**src/rtl/rsm_pkg.sv**
```systemverilog
// package for the row softmax block: widths, exp table
package rsm_pkg;
    localparam int SCORE_W = 16;
    localparam int PROB_W  = 16;
    localparam int COL_W   = 6;
    localparam int RHO_W   = 16;
    localparam int LEN_W   = 7;
    localparam int MAX_COLUMNS_DEF = 64;

    localparam logic REG_RHO = 1'b0;
    localparam logic REG_LEN = 1'b1;

    function automatic logic [31:0] exp_tab(input logic [3:0] b);
        logic [31:0] v;
        unique case (b)
            4'd0: v = 32'd4278222805;
            4'd1: v = 32'd4261543595;
            4'd2: v = 32'd4228380000;
            4'd3: v = 32'd4162825044;
            4'd4: v = 32'd4034748382;
            4'd5: v = 32'd3790295335;
            4'd6: v = 32'd3344923893;
            4'd7: v = 32'd2605029347;
            4'd8: v = 32'd1580030169;
            4'd9: v = 32'd581260615;
            4'd10: v = 32'd78665070;
            4'd11: v = 32'd1440801;
            default: v = 32'd0;
        endcase
        return v;
    endfunction
endpackage

```
**src/rtl/rsm_div.sv**
```systemverilog
// restoring divider, one quotient bit per cycle
module rsm_div
    import rsm_pkg::*;
(
    input  logic        i_clk,
    input  logic        i_rst_n,
    input  logic        i_start,
    input  logic [48:0] i_num,
    input  logic [32:0] i_den,
    output logic        o_done,
    output logic [48:0] o_quo
);
    logic [48:0] r_quo;
    logic [33:0] r_rem;
    logic [32:0] r_den;
    logic [5:0]  r_cnt;
    logic        r_busy;
    logic        r_done;
    logic [33:0] w_sh;

    assign w_sh = {r_rem[32:0], r_quo[48]};

    always_ff @(posedge i_clk) begin
        if (!i_rst_n) begin
            r_busy <= 1'b0;
            r_done <= 1'b0;
        end else begin
            r_done <= 1'b0;
            if (i_start) begin
                r_quo  <= i_num;
                r_rem  <= '0;
                r_den  <= i_den;
                r_cnt  <= 6'd0;
                r_busy <= 1'b1;
            end else if (r_busy) begin
                if (w_sh >= {1'b0, r_den}) begin
                    r_rem <= w_sh - {1'b0, r_den};
                    r_quo <= {r_quo[47:0], 1'b1};
                end else begin
                    r_rem <= w_sh;
                    r_quo <= {r_quo[47:0], 1'b0};
                end
                if (r_cnt == 6'd48) begin
                    r_busy <= 1'b0;
                    r_done <= 1'b1;
                end
                r_cnt <= r_cnt + 6'd1;
            end
        end
    end

    assign o_done = r_done;
    assign o_quo  = r_quo;
endmodule

```
**config.mk**
```make
export PLATFORM = sky130hd
export DESIGN_NAME = rsm_div
export DESIGN_NICKNAME = d
export VERILOG_FILES = /design/src/rtl/rsm_pkg.sv /design/src/rtl/rsm_div.sv
export SDC_FILE = /design/constraint.sdc
export NUM_CORES = 1
export LEC_CHECK = 0
export ABC_AREA = 1
export BUFFER_PORTS_ARGS = -buffer_cell sky130_fd_sc_hd__buf_4
export CAP_MARGIN = 20
export CORE_ASPECT_RATIO = 0.6
export CORE_UTILIZATION = 40
export DETAILED_ROUTE_END_ITERATION = 8
export MAX_ROUTING_LAYER = met4
export PLACE_DENSITY = 0.67
export SETUP_SLACK_MARGIN = 0.1
export SLEW_MARGIN = 20
export SYNTH_ARGS = -nofsm -noshare
export SYNTH_HDL_FRONTEND = slang
export SYNTH_SLANG_ARGS = --single-unit
```
**constraint.sdc**
```tcl
create_clock -name i_clk -period 3.5 [get_ports i_clk]
set_input_delay 0.35 -clock i_clk [delete_from_list [all_inputs] [get_ports i_clk]]
set_output_delay 0.35 -clock i_clk [all_outputs]
set_load 0.01 [all_outputs]
```
After elaboration in Yosys (flattened, before gate mapping)
Index checks and enable logic that the tools add are counted.
W data, S select, Z words.
{"block": "word_totals", "word_cells": 26, "output_inout_bits": 50, "inputBits": 85, "reg_bits": 123}
{"block": "classes", "eq_ne": 1, "magnitude_cmp": 1, "bitwise_logic": 2, "n_reduce_logical": 4, "n_addsub": 2, "mux": 10}
{"cell": "$mux W49", "n": 2}
{"cell": "$mux W33", "n": 2}
{"cell": "$ge A34 B33 Y1", "n": 1}
{"cell": "$sub A33 B33 Y33", "n": 1}
{"cell": "$add A6 B1 Y6 const B", "n": 1}
{"cell": "$eq A6 B6 Y1 const B", "n": 1}
{"cell": "$mux W6", "n": 1}
{"cell": "$mux W1", "n": 5}
{"cell": "$reduce_and A2 Y1", "n": 2}
{"cell": "$reduce_or A3 Y1", "n": 1}
{"cell": "$not A1 Y1", "n": 2}
{"cell": "$reduce_bool A2 Y1", "n": 1}

Logic depth before layout (Yosys ltp)
{"block": "logic_depth", "ltp_word": 4, "mapped_depth": 16, "mapped_depth_nobuf": 16}

Worst setup path before layout
OpenSTA, ideal clock, no wires.
{"block": "synth_path", "path_kind": "input port to flip-flop", "start": "input port i_rst_n", "end": "register r_quo[0] (netlist: o_quo[0]) (enable)", "required_time_ns": 3.050, "cell_stages": 2, "setup_slack_ns": 0.740, "arrival_ns": 2.310, "setup_ns": 0.450, "cell_sequence": "nand2_1 -> nand2_1"}
{"block": "synth_between", "elab_chain_cells": 1}
{"item": "start: declaration", "line": "rsm_div.sv:6", "text": "input logic i_rst_n,"}
{"item": "$reduce_and A2 Y1 (no source line)"}
{"item": "end signal: assignment", "line": "rsm_div.sv:30", "text": "r_quo <= i_num;"}
{"item": "end signal: assignment", "line": "rsm_div.sv:38", "text": "r_quo <= {r_quo[47:0], 1'b1};"}
{"item": "end signal: assignment", "line": "rsm_div.sv:41", "text": "r_quo <= {r_quo[47:0], 1'b0};"}
{"item": "end: declaration", "line": "rsm_div.sv:13", "text": "logic [48:0] r_quo;"}
No other way between the ends.
A chain may end at the register's enable or synchronous reset.

Worst setup path after layout
{"block": "layout_path", "start": "register r_quo[48] (netlist: o_quo[48])", "end": "register r_rem[13] (data pin)"}
{"block": "layout_between", "elab_chain_cells": 3, "word_cells_on_any_way": 4}
{"item": "$sub A33 B33 Y33 or $ge A34 B33 Y1 (tied branches)", "line": "rsm_div.sv:37, rsm_div.sv:36"}
{"item": "$mux W33 *", "line": "rsm_div.sv:36", "text": "if (w_sh >= {1'b0, r_den}) begin"}
{"item": "$mux W33 *", "line": "rsm_div.sv:35", "text": "end else if (r_busy) begin"}
{"item": "end signal: assignment", "line": "rsm_div.sv:37", "text": "r_rem <= w_sh - {1'b0, r_den};"}
{"item": "end signal: assignment", "line": "rsm_div.sv:40", "text": "r_rem <= w_sh;"}
{"item": "end: declaration", "line": "rsm_div.sv:14", "text": "logic [33:0] r_rem;"}
Mark *: on every way between the ends. The rest lies on a longest branch, timed or not. The select of a mux whose other input is x is not followed.

==> impl_metrics.env <==
export IMPL_outcome="complete, no violations"
export IMPL_rsz0062_at_grt="no"
export IMPL_setup_ws_ps=832
export IMPL_crit_required_ps=3790
export IMPL_pwr_share_comb=0.304
export IMPL_drc=0
export IMPL_viasPerCell=4.70
export IMPL_cts_root_buf="clkbuf_16"
export IMPL_power_frac_seq=0.361
export IMPL_cts_tree="built"
export IMPL_setup_violations_final=0
export IMPL_path_max_fanout=25
export IMPL_globalRouteOverflowTotal=0
export IMPL_antenna_cells=0
export IMPL_yosys_warnings=0
export IMPL_slew_viol_final=0
export IMPL_slew_headroom=0.527
export IMPL_switching_share=0.343
export IMPL_finClkSkew_ps=14.3
export IMPL_cts_sinks=123
export IMPL_final_setup_tns_ps=0
export IMPL_grt_pass1_vias=6556
export IMPL_post_cts_buffers=0
export IMPL_routabilityCongestion=0.974
export IMPL_dp_hpwl_um=17200
export IMPL_numCtsBuffers=17
export IMPL_power_density_nw_per_um2=516
export IMPL_power_leakage_nw=5.31
export IMPL_drt_iter0_drc=623
export IMPL_start_kind="flop"
export IMPL_wl_um=22300
export IMPL_num_vias=7171
export IMPL_finalHoldViolations=0
export IMPL_place_ws_ps=889
export IMPL_instances_no_fill=1526
export IMPL_cts_resized=0
export IMPL_multiInputGateArea_um2=3740
export IMPL_area_growth_pct=21.9
export IMPL_critPathArrivalTime_ps=2960
export IMPL_antenna_found_initial=0
export IMPL_max_freq_ghz=0.375
export IMPL_p_int_mw=3.45
export IMPL_cap_violations=0
export IMPL_hold_buffers=0
export IMPL_tightest_slew_ps=708
export IMPL_dieArea_um2=21500
export IMPL_pwr_share_clk=0.335
export IMPL_synth_area_per_cell_um2=7.57
export IMPL_vdd_drop_max_mv=0.350
export IMPL_synthCells=1102
export IMPL_synth_cell_types=41
export IMPL_drt_pass1_iter_count=5
export IMPL_drtAntennaViolNets=0
export IMPL_die_y_um=114
export IMPL_h_tree_depth=4
export IMPL_end_kind="flop"
export IMPL_grt_max_degree=58
export IMPL_fin_crit_sh=0.762
export IMPL_fillCellCount=2018
export IMPL_wl_per_cell_um=14.6
export IMPL_clock_latency_ps=440
export IMPL_ys_seq_area_frac=0.440
export IMPL_port_buffers=134
export IMPL_path_class="reg -> reg"
export IMPL_p_sw_mw=1.80
export IMPL_initial_utilization=0.413
export IMPL_core_um2=20200
export IMPL_post_route_min_period_ps=2670
export IMPL_syn_num_nets=1223
export IMPL_seq_area_um2=3670
export IMPL_synth_area_um2=8340
export IMPL_grt_pass1_wl_um=35400
export IMPL_drive_above_1_share=0.205
export IMPL_cts_clk_slew_worst_paths_ps=60
export IMPL_pin_count=135
export IMPL_synth_seq_cells=123
export IMPL_die_x_um=188
export IMPL_clock_path_buffers=2
export IMPL_grtUsageTotal=0.225
export IMPL_rows=40
export IMPL_hold_class="in -> reg"
export IMPL_nets=1361
export IMPL_dp_cells=1494
## state kept, by name (all words and copies together), names as in the netlist
| signal | cells |
|---|---|
| o_done | 1 |
| o_quo | 49 |
| r_busy | 1 |
| r_cnt | 6 |
| r_den | 33 |
| r_rem | 33 |
## final timing paths
kind / slack (ps) / end / cells past startpoint / startpoint
worst max-delay path: 830 / r_rem[13] / 11 / o_quo[48]
worst min-delay path: 90 / r_den[25] / 1 / i_den[25]
worst max register to register: 830 / r_rem[13] / 11 / o_quo[48]
worst min register to register: 520 / o_done / 2 / r_busy
## cell usage after synthesis
library cell	instances	share of area
buf_8	2	0.0036
ha_1	35	0.052
nand4_1	9	0.0067
nor2_2	17	0.013
nand2_4	2	0.0027
dfxtp_1	2	0.0048
a21boi_0	1	0.00090
nand2_8	2	0.0048
a21oi_2	1	0.0010
nor2_1	96	0.043
a21o_1	2	0.0018
o21a_1	1	0.00090
nand3_2	21	0.025
o21ai_1	2	0.0012
and2_1	8	0.0060
buf_2	1	0.00060
nand3_1	29	0.017
fa_1	1	0.0024
buf_4	3	0.0027
nand2_1	448	0.20
nor2_8	1	0.0024
clkinv_1	1	0.00045
a21oi_1	20	0.012
nor3_1	3	0.0018
buf_1	4	0.0018
inv_1	193	0.087
o21bai_1	1	0.00090
xnor2_1	1	0.0010
buf_12	1	0.0024
buf_6	4	0.0054
nand2_2	18	0.013
edfxtp_1	121	0.44
nand3_4	2	0.0042
nor2_4	6	0.0081
clkbuf_1	7	0.0031
or2_2	1	0.00075
and3_1	1	0.00075
xor2_1	14	0.015
o21ai_0	2	0.0012
nand3b_1	5	0.0045
inv_2	13	0.0058
## worst max-delay path: stages (launching register included)
cell and delay, ps:
edfxtp_1 400, inv_1 120, ha_1 160, inv_1 90, fa_1 460, nand3_2 130, nand3_4 120, nand2_4 140
a21oi_2 90, nor2_4 560, nor2_1 110, nor2_1 130
## cell usage in the layout (no fill, tap or decap), types with 2 or more instances in the layout
| master | netlist | routed |
|---|---|---|
| nand4_1 | 9 | 9 |
| nand3_4 | 2 | 2 |
| nand2_1 | 448 | 447 |
| clkbuf_16 | 0 | 17 |
| nand2_8 | 2 | 2 |
| nand2_2 | 18 | 18 |
| nand3_1 | 29 | 29 |
| o21ai_1 | 2 | 2 |
| clkinv_4 | 0 | 3 |
| a21o_1 | 2 | 2 |
| and2_1 | 8 | 8 |
| dfxtp_1 | 2 | 2 |
| inv_6 | 0 | 2 |
| nand3_2 | 21 | 21 |
| ha_1 | 35 | 35 |
| xor2_1 | 14 | 14 |
| nor2_1 | 96 | 96 |
| buf_4 | 3 | 141 |
| nand2_4 | 2 | 3 |
| nor3_1 | 3 | 3 |
| edfxtp_1 | 121 | 121 |
| nand3b_1 | 5 | 5 |
| inv_2 | 13 | 14 |
| inv_1 | 193 | 192 |
| clkinv_1 | 1 | 2 |
| o21ai_0 | 2 | 2 |
| nor2_4 | 6 | 6 |
| clkinvlp_4 | 0 | 4 |
| bufinv_16 | 0 | 2 |
| nor2_2 | 17 | 17 |
| a21oi_1 | 20 | 20 |
## cell families (layout without fill, tap and decap cells)
logic type                 count (synthesis)  after routing  synth area share
xor gates and xnor gates                  15             15            0.0157
AOI/OAI and AO/OA                         30             30            0.0199
DFF                                      123            123             0.440
buffers and inverters                    229            380             0.113
adders and majority gates                 36             36            0.0549
and+or+nand+nor                          669            669             0.356
## metal layers
metal / part of all wire / global-route usage
met1: 0.55 / 0.354
met2: 0.37 / 0.278
met3: 0.069 / 0.0526
met4: 0.0074 / 0.0516
met5: 0 / -
## through the flow
stage / hold WS [ps] / area (um2) / util / power, mW
2_1_floorplan: 430 / 8340 / - / 3.03
3_3_place_gp: 511 / 9590 / 0.474 / 3.48
3_5_place_dp: 511 / 9590 / 0.474 / 3.49
4_1_cts: 68.4 / 10200 / 0.503 / 5.27
5_1_grt: 61.7 / 10200 / 0.503 / 5.55
6_report: 85.3 / 10200 / 0.503 / 5.25
## area by class of cell
| type | instances | area share |
|---|---|---|
| clock buffer | 19 | 0.0435 |
| clock inverter | 13 | 0.0140 |
| inverter | 207 | 0.0764 |
| multi-input combinational | 750 | 0.367 |
| timing repair buffer | 141 | 0.104 |
| tap | 273 | 0.0336 |
| sequential | 123 | 0.361 |
## power groups by stage
stage	clock network [mW]	logic [mW]	registers (mW)
final	1.76	1.59	1.90
after global routing	1.85	1.79	1.91
after CTS	1.79	1.58	1.90
after detailed placement	0	1.57	1.92
after global placement	0	1.55	1.92
after floorplan	0	1.10	1.93
Note: power is estimated with default switching activity, not from simulation.
