$ cat src/rtl/rsm_pkg.sv
// package for the row softmax block: widths, exp table
package rsm_pkg;
    localparam int SCORE_W = 16;
    localparam int PROB_W  = 16;
    localparam int COL_W   = 6;
    localparam int RHO_W   = 16;
    localparam int LEN_W   = 7;
    localparam int MAX_COLUMNS_DEF = 64;

    localparam logic REG_RHO = 1'b0;
    localparam logic REG_LEN = 1'b1;

    function automatic logic [31:0] exp_tab(input logic [3:0] b);
        logic [31:0] v;
        unique case (b)
            4'd0: v = 32'd4278222805;
            4'd1: v = 32'd4261543595;
            4'd2: v = 32'd4228380000;
            4'd3: v = 32'd4162825044;
            4'd4: v = 32'd4034748382;
            4'd5: v = 32'd3790295335;
            4'd6: v = 32'd3344923893;
            4'd7: v = 32'd2605029347;
            4'd8: v = 32'd1580030169;
            4'd9: v = 32'd581260615;
            4'd10: v = 32'd78665070;
            4'd11: v = 32'd1440801;
            default: v = 32'd0;
        endcase
        return v;
    endfunction
endpackage

$ cat src/rtl/rsm_exp.sv
// iterative exp(-t) unit, one table factor per cycle, q1.32 result
module rsm_exp
    import rsm_pkg::*;
(
    input  logic        i_clk,
    input  logic        i_rst_n,
    input  logic        i_start,
    input  logic [15:0] i_t,
    output logic        o_done,
    output logic [32:0] o_acc
);
    logic [32:0] r_acc;
    logic [15:0] r_t;
    logic [3:0]  r_bit;
    logic        r_busy;
    logic        r_done;
    logic [64:0] w_prod;

    assign w_prod = r_acc * exp_tab(r_bit) + 65'h80000000;

    always_ff @(posedge i_clk) begin
        if (!i_rst_n) begin
            r_busy <= 1'b0;
            r_done <= 1'b0;
        end else begin
            r_done <= 1'b0;
            if (i_start) begin
                r_acc  <= (i_t >= 16'd4096) ? 33'd0 : 33'h1_0000_0000;
                r_t    <= i_t;
                r_bit  <= 4'd0;
                r_busy <= (i_t < 16'd4096);
                r_done <= (i_t >= 16'd4096);
            end else if (r_busy) begin
                if (r_t[r_bit]) r_acc <= w_prod[64:32];
                if (r_bit == 4'd11) begin
                    r_busy <= 1'b0;
                    r_done <= 1'b1;
                end
                r_bit <= r_bit + 4'd1;
            end
        end
    end

    assign o_done = r_done;
    assign o_acc  = r_acc;
endmodule

$ cat config.mk
export PLATFORM = sky130hd
export DESIGN_NAME = rsm_exp
export DESIGN_NICKNAME = d
export VERILOG_FILES = /design/src/rtl/rsm_pkg.sv /design/src/rtl/rsm_exp.sv
export SDC_FILE = /design/constraint.sdc
export NUM_CORES = 2
export LEC_CHECK = 0
export ABC_CLOCK_PERIOD_IN_PS = 7900
export BUFFER_PORTS_ARGS = -buffer_cell sky130_fd_sc_hd__buf_4
export CORE_UTILIZATION = 65
export CTS_CLUSTER_SIZE = 30
export DETAILED_ROUTE_END_ITERATION = 6
export GPL_ROUTABILITY_DRIVEN = 0
export HOLD_SLACK_MARGIN = 0.03
export PLACE_DENSITY = 0.82
export SLEW_MARGIN = 20
export SYNTH_ARGS = -nofsm -noshare
export SYNTH_HDL_FRONTEND = slang
export SYNTH_SLANG_ARGS = --single-unit
$ cat constraint.sdc
create_clock -name i_clk -period 7.9 [get_ports i_clk]
set_input_delay 2.37 -clock i_clk [delete_from_list [all_inputs] [get_ports i_clk]]
set_output_delay 2.37 -clock i_clk [all_outputs]
set_load 0.02 [all_outputs]
# == Word-level counts from Yosys, hierarchy flattened ==
# Memory sizes are Yosys's and may differ from the RTL's. A register that Yosys moved wholly into a read port is not among the register bits.
# Cells that the tools add are included.
# totals
latchBits,0
ff_bits,55
mem_bits_ro,512
ramBits,0
memories,1
# mem_list
name,words,width,rd,rd_clocked_by_memory_dff,wr,line_no,source
(name not given),16,32,1,1,0,rsm_pkg.sv:15,unique case (b)
# op_classes
n_div,0
bitwise,0
n_eq_ne,1
shift,0
n_mul,1
add_sub_neg,2
magnitude_cmp,3
n_mux,15
reduce_logical,5
# op_table
op,n
2-to-1 mux 33 bit,4
adder 65 x 32 -> 65 bit (second input constant),1
multiplier 33 x 32 -> 65 bit,1
>= comparator 16 x 13 -> 1 bit (second input constant),1
less-than comparator 16 x 13 -> 1 bit (second input constant),1
2-to-1 mux 4 bit,3
2-to-1 mux 1 bit,7
less-than comparator 4 x 5 -> 1 bit (second input constant),1
adder 4 x 1 -> 4 bit (second input constant),1
binary-select mux 1 bit (select 4 bit),1
equality test 4 bit (second input constant),1
AND reduction 2 bit,2
nonzero test 2 bit,2
AND reduction 3 bit,1

# == Depth between registers and ports, before layout ==
# logic_depth
ltp_word,5
ltp_mapped,28
depth_no_buf,27

# == Worst setup path after synthesis ==
# OpenSTA, ideal clock, no wires.
# synth_timing
path_kind,flip-flop to flip-flop
startpoint,reg r_acc[29] (netlist: o_acc[29])
endpoint,reg r_acc[19] (netlist: o_acc[19]) (data pin)
arrival_time_ns,7.189
synth_period_minus_slack_ns,7.452
setup_time_ns,0.262
slack_ns,0.448
n_path_buf,1
stages_incl_launch_ff,27
path_cell_list,edfxtp_1 clkbuf_1 and2_1 fa_1 inv_1 fa_1 inv_1 fa_1 inv_1 fa_1 inv_1 fa_1 fa_1 fa_1 inv_1 fa_1 inv_1 ha_1 and3_1 and3_1 nand4_1 a21oi_2 or4b_4 a31oi_4 o21ai_2 a31oi_1 mux2_1
# synth_via
elab_chain_cells,5
# synth_rtl
item,line_no,source
from (decl),rsm_exp.sv:12,logic [32:0] r_acc;
from (signal assigned),rsm_exp.sv:28,r_acc <= (i_t >= 16'd4096) ? 33'd0 : 33'h1_0000_0000;
from (signal assigned),rsm_exp.sv:34,if (r_t[r_bit]) r_acc <= w_prod[64:32];
multiplier 33 x 32 -> 65 bit,rsm_exp.sv:19,assign w_prod = r_acc * exp_tab(r_bit) + 65'h80000000;
adder 65 x 32 -> 65 bit,rsm_exp.sv:19,
2-to-1 mux 33 bit,rsm_exp.sv:34,
2-to-1 mux 33 bit,rsm_exp.sv:33,end else if (r_busy) begin
2-to-1 mux 33 bit,rsm_exp.sv:27,if (i_start) begin
# Every way passes these cells. The select of a mux whose other input is x is not followed.
# A chain may end at the register's enable or synchronous reset.

# == Worst setup path after layout ==
# layout_timing
startpoint,reg r_acc[6] (netlist: o_acc[6])
endpoint,reg r_acc[27] (netlist: o_acc[27]) (data pin)
# The elaborated chain is that of the path after synthesis.

==> report_table.html <==
<table>
<tr><th>Metric</th><th>Value</th></tr>
<tr><th colspan="2">Final layout</th></tr>
<tr><td>Share of layout cells above drive strength 1</td><td>7.14%</td></tr>
<tr><td>Most common library cell in the layout ignoring fill and taps</td><td>inv_1</td></tr>
<tr><td>Commonest cells after routing, fill and taps aside</td><td>inv_1 (956), fa_1 (924), and2_1 (620)</td></tr>
<tr><td>Count of antenna diodes in the layout</td><td>0</td></tr>
<tr><td>Area added between synthesis and finish</td><td>7.55%</td></tr>
<tr><td>Filler Cell Count</td><td>around 4000</td></tr>
<tr><td>Nets</td><td>about 5300</td></tr>
<tr><th colspan="2">Timing</th></tr>
<tr><td>Number of endpoints failing setup at the final stage</td><td>0</td></tr>
<tr><td>Relative slew margins</td><td>between 30% and 40%</td></tr>
<tr><td>Upper clock frequency limit</td><td>between 100 and 150 MHz</td></tr>
<tr><td>Count of endpoints failing hold in the final timing report</td><td>0</td></tr>
<tr><td>Minimum clock period after layout</td><td>around 7700 ps</td></tr>
<tr><td>Largest clock skew in the final design</td><td>roughly 14 ps</td></tr>
<tr><td>Final Cycle Share</td><td>a little over nine tenths</td></tr>
<tr><td>Transition at the pin with the smallest max-transition slack</td><td>slightly above 1000 ps</td></tr>
<tr><td>Fin. max-slew vios</td><td>0</td></tr>
<tr><td>Setup total negative slack</td><td>0 ps</td></tr>
<tr><th colspan="2">Synth</th></tr>
<tr><td>Yosys warnings</td><td>0</td></tr>
<tr><td>Count of state elements after synthesis</td><td>87</td></tr>
<tr><td>Prevailing post-synth register cell</td><td>edfxtp_1</td></tr>
<tr><td>Post-Syn Instances</td><td>about 4000</td></tr>
<tr><td>Count of flip-flops with a built-in enable after synthesis</td><td>between 50 and 60</td></tr>
<tr><td>Avg Synthesized Cell Area</td><td>just over 9 um^2</td></tr>
<tr><td>Proportion of synthesized chip area in sequential cells</td><td>6.05%</td></tr>
<tr><td>Net count after synthesis</td><td>5304</td></tr>
<tr><td>Synth Cell Area</td><td>0.0376 mm^2</td></tr>
<tr><td>Proportion of register bits with asynchronous set or reset after synthesis</td><td>0%</td></tr>
<tr><td>Netlist cell types</td><td>66</td></tr>
<tr><th colspan="2">Routing</th></tr>
<tr><td>Detailed-router iteration count before antenna repair</td><td>5</td></tr>
<tr><td>Via/cell ratio</td><td>roughly 5.8</td></tr>
<tr><td>Number of remaining DRC errors</td><td>0</td></tr>
<tr><td>Vias post-DR</td><td>about 28000</td></tr>
<tr><td>Post-DRT Antenna Nets</td><td>0</td></tr>
<tr><td>Number of DRC markers in iteration 0</td><td>2228</td></tr>
<tr><td>Routed wire per std cell</td><td>roughly 20 um</td></tr>
<tr><td>Overall routed net length</td><td>between 90 and 100 mm</td></tr>
<tr><th colspan="2">Min path</th></tr>
<tr><td>Path type of the worst min-delay path</td><td>flop to flop</td></tr>
<tr><td>Number of cells traversed by the worst hold path</td><td>2</td></tr>
<tr><td>End point of the most critical hold path</td><td>o_done</td></tr>
<tr><td>Min-Delay Startpoint</td><td>r_busy</td></tr>
<tr><th colspan="2">Global routing</th></tr>
<tr><td>Wire length of the first global-routing pass</td><td>roughly 160 mm</td></tr>
<tr><td>Via count of the first global-routing pass</td><td>slightly above 30000</td></tr>
<tr><td>Initial antenna violation count</td><td>5</td></tr>
<tr><td>Overflow after GRT</td><td>0</td></tr>
<tr><td>Maximum number of pins on one net before global-route repair</td><td>55</td></tr>
<tr><td>Total routing resource utilization after global routing</td><td>roughly 36%</td></tr>
<tr><th colspan="2">Floorplan</th></tr>
<tr><td>Effective utilization at floorplan</td><td>roughly 66%</td></tr>
<tr><td>Chip Height</td><td>around 240 um</td></tr>
<tr><td>Core box area</td><td>0.0567 mm^2</td></tr>
<tr><td>Cell Rows</td><td>87</td></tr>
<tr><td>Top Ports</td><td>53</td></tr>
<tr><td>Chip Width</td><td>~240 um</td></tr>
<tr><td>Full die area</td><td>~0.059 mm^2</td></tr>
<tr><th colspan="2">Run</th></tr>
<tr><td>Max cap viols</td><td>0</td></tr>
<tr><th colspan="2">Setup path</th></tr>
<tr><td>Crit-path max cell delay</td><td>590 ps</td></tr>
<tr><td>Sort of element at the end of the critical path</td><td>flop</td></tr>
<tr><td>Startpoint of the worst-slack reg-to-reg timing path</td><td>o_acc[6]</td></tr>
<tr><td>Critical path's top delay family</td><td>adder cells</td></tr>
<tr><td>Kind of launch point of the worst setup path</td><td>flop</td></tr>
<tr><td>Data arrival time of the critical path</td><td>approximately 7800 ps</td></tr>
<tr><td>Cell occurring most often along the worst timing path</td><td>fa_1</td></tr>
<tr><td>Combined buffer and inverter count along the critical path</td><td>4</td></tr>
<tr><td>Worst R2R Path Depth</td><td>23</td></tr>
<tr><td>Kind of critical path</td><td>flop to flop</td></tr>
<tr><td>Cell-by-cell trace of the critical path</td><td>buf_12, buf_4, and2_1, fa_1, fa_1, inv_1, fa_1, inv_1, fa_1, fa_1, fa_1, fa_1, fa_1, ha_4, a21o_1, a21o_1, a21oi_1, o22ai_2, or4b_4, a31oi_4, o21ai_2, a31oi_1, mux2_1</td></tr>
<tr><td>FF-to-FF End</td><td>o_acc[27]</td></tr>
<tr><td>Peak fanout along the critical path</td><td>16</td></tr>
<tr><td>Setup slack, reg-to-reg</td><td>170 ps</td></tr>
<tr><td>Crit-path slowest cell</td><td>fa_1</td></tr>
<tr><td>Endpoint required time on the critical path</td><td>8000 ps</td></tr>
<tr><th colspan="2">CTS</th></tr>
<tr><td>TritonCTS clock tree</td><td>done</td></tr>
<tr><td>TritonCTS sink count</td><td>87</td></tr>
<tr><td>Clock transition at the registers of the reported paths</td><td>around 70 ps</td></tr>
<tr><td>Number of hold-repair buffers added at the cts stage</td><td>0</td></tr>
<tr><td>Clock Latency Late Sink</td><td>around 360 ps</td></tr>
<tr><td>Number of buffers created by CTS</td><td>9</td></tr>
<tr><td>Clock tree root driver cell</td><td>clkbuf_16</td></tr>
<tr><td>Worst-case clock buffer depth</td><td>2</td></tr>
<tr><td>Level count of the clock H-tree</td><td>3</td></tr>
<tr><th colspan="2">Place</th></tr>
<tr><td>Input/output buffers</td><td>52</td></tr>
<tr><td>Post-detail-place hpwl</td><td>between 70 and 80 mm</td></tr>
<tr><th colspan="2">Run status</th></tr>
<tr><td>Status</td><td>finished, final reports clean</td></tr>
</table>
-- worst max path at each step --
stage	slack [ps]	endpoint	start	cells past startpoint
after global placement	90	o_acc[32]	flop	26
after global routing	-40	o_acc[29]	o_acc[20]	24
after CTS	20	o_acc[32]	o_acc[9]	25
final	170	o_acc[27]	o_acc[6]	23
after detailed placement	-2	o_acc[32]	flop	26
after floorplan	450	o_acc[19]	o_acc[29]	26
-- timing repair --
item                       4_1_cts  5_1_grt
setup endpoints to repair        5       14
gates resized for setup          3       37
pin swaps                        0       11
buffers inserted                 0       15
-- logic make-up after synthesis --
kind of cell    Yosys count  synth area share, %
flops                    87                 6.05
fa+ha+maj              1227                 59.4
xor+xnor                 31                0.723
simple gates           1286                 17.5
compound gates          241                 4.12
buf+inv                1174                 11.7
mux                      12                0.509
-- metrics by stage --
step	worst slack, ps	instance area (um^2)	hold slack [ps]	std cells	utilization [%]
after floorplan	448	37600	576	4058	-
after global placement	87.2	39800	642	4812	70.1
after detailed placement	-2.19	39800	624	4812	70.1
after CTS	15.9	40100	641	4828	70.7
after global routing	-36.9	40400	663	4843	71.3
final	169	40400	647	4843	71.3
-- layout make-up --
cell class	instances	area, um^2	share of cell area [%]
Clock inverter	6	60.1	0.149
Tap cell	756	946	2.34
Inverter	956	3590	8.88
Multi-Input combinational cell	2797	31100	76.9
Timing Repair Buffer	231	2230	5.53
Sequential cell	87	2280	5.64
Clock buffer	10	239	0.591
-- worst register-to-register path: cells and delay by family, from the launching register on --
kind / cells / cell delay, ps
mux: 1 / 340
flops: 1 / 430
buf+inv: 4 / 490
simple gates: 2 / 740
fa+ha+maj: 9 / 4200
compound gates: 7 / 1290
-- synth_stat cells, types with 10 or more instances --
library cell	count	share of area [%]
inv_1	956	9.5
fa_1	926	49
and2_1	621	10
nand2_1	508	5.1
ha_1	301	10
clkbuf_1	212	2.1
a21oi_1	76	1.0
nor2_1	75	0.75
edfxtp_1	53	4.2
o21ai_0	47	0.63
a21o_1	35	0.70
dfxtp_1	34	1.8
xnor2_1	20	0.47
nand3_1	16	0.21
nor3_1	13	0.17
and3_1	12	0.20
o21bai_1	12	0.24
nor2b_1	11	0.18
xor2_1	11	0.26
o22ai_1	10	0.17
-- metal layers --
metal,routed length [um],track usage (%),vias to the layer above,part of all wire (%)
li1,-,-,11900,-
met1,36200,45.1,14200,36
met2,47600,59.4,1520,48
met3,9020,5.59,377,9.0
met4,6910,20.0,2,6.9
met5,13,0,-,0.013
Power is not shown: default switching activity piles up to over one toggle a cycle in this logic, so the estimate is an artifact.
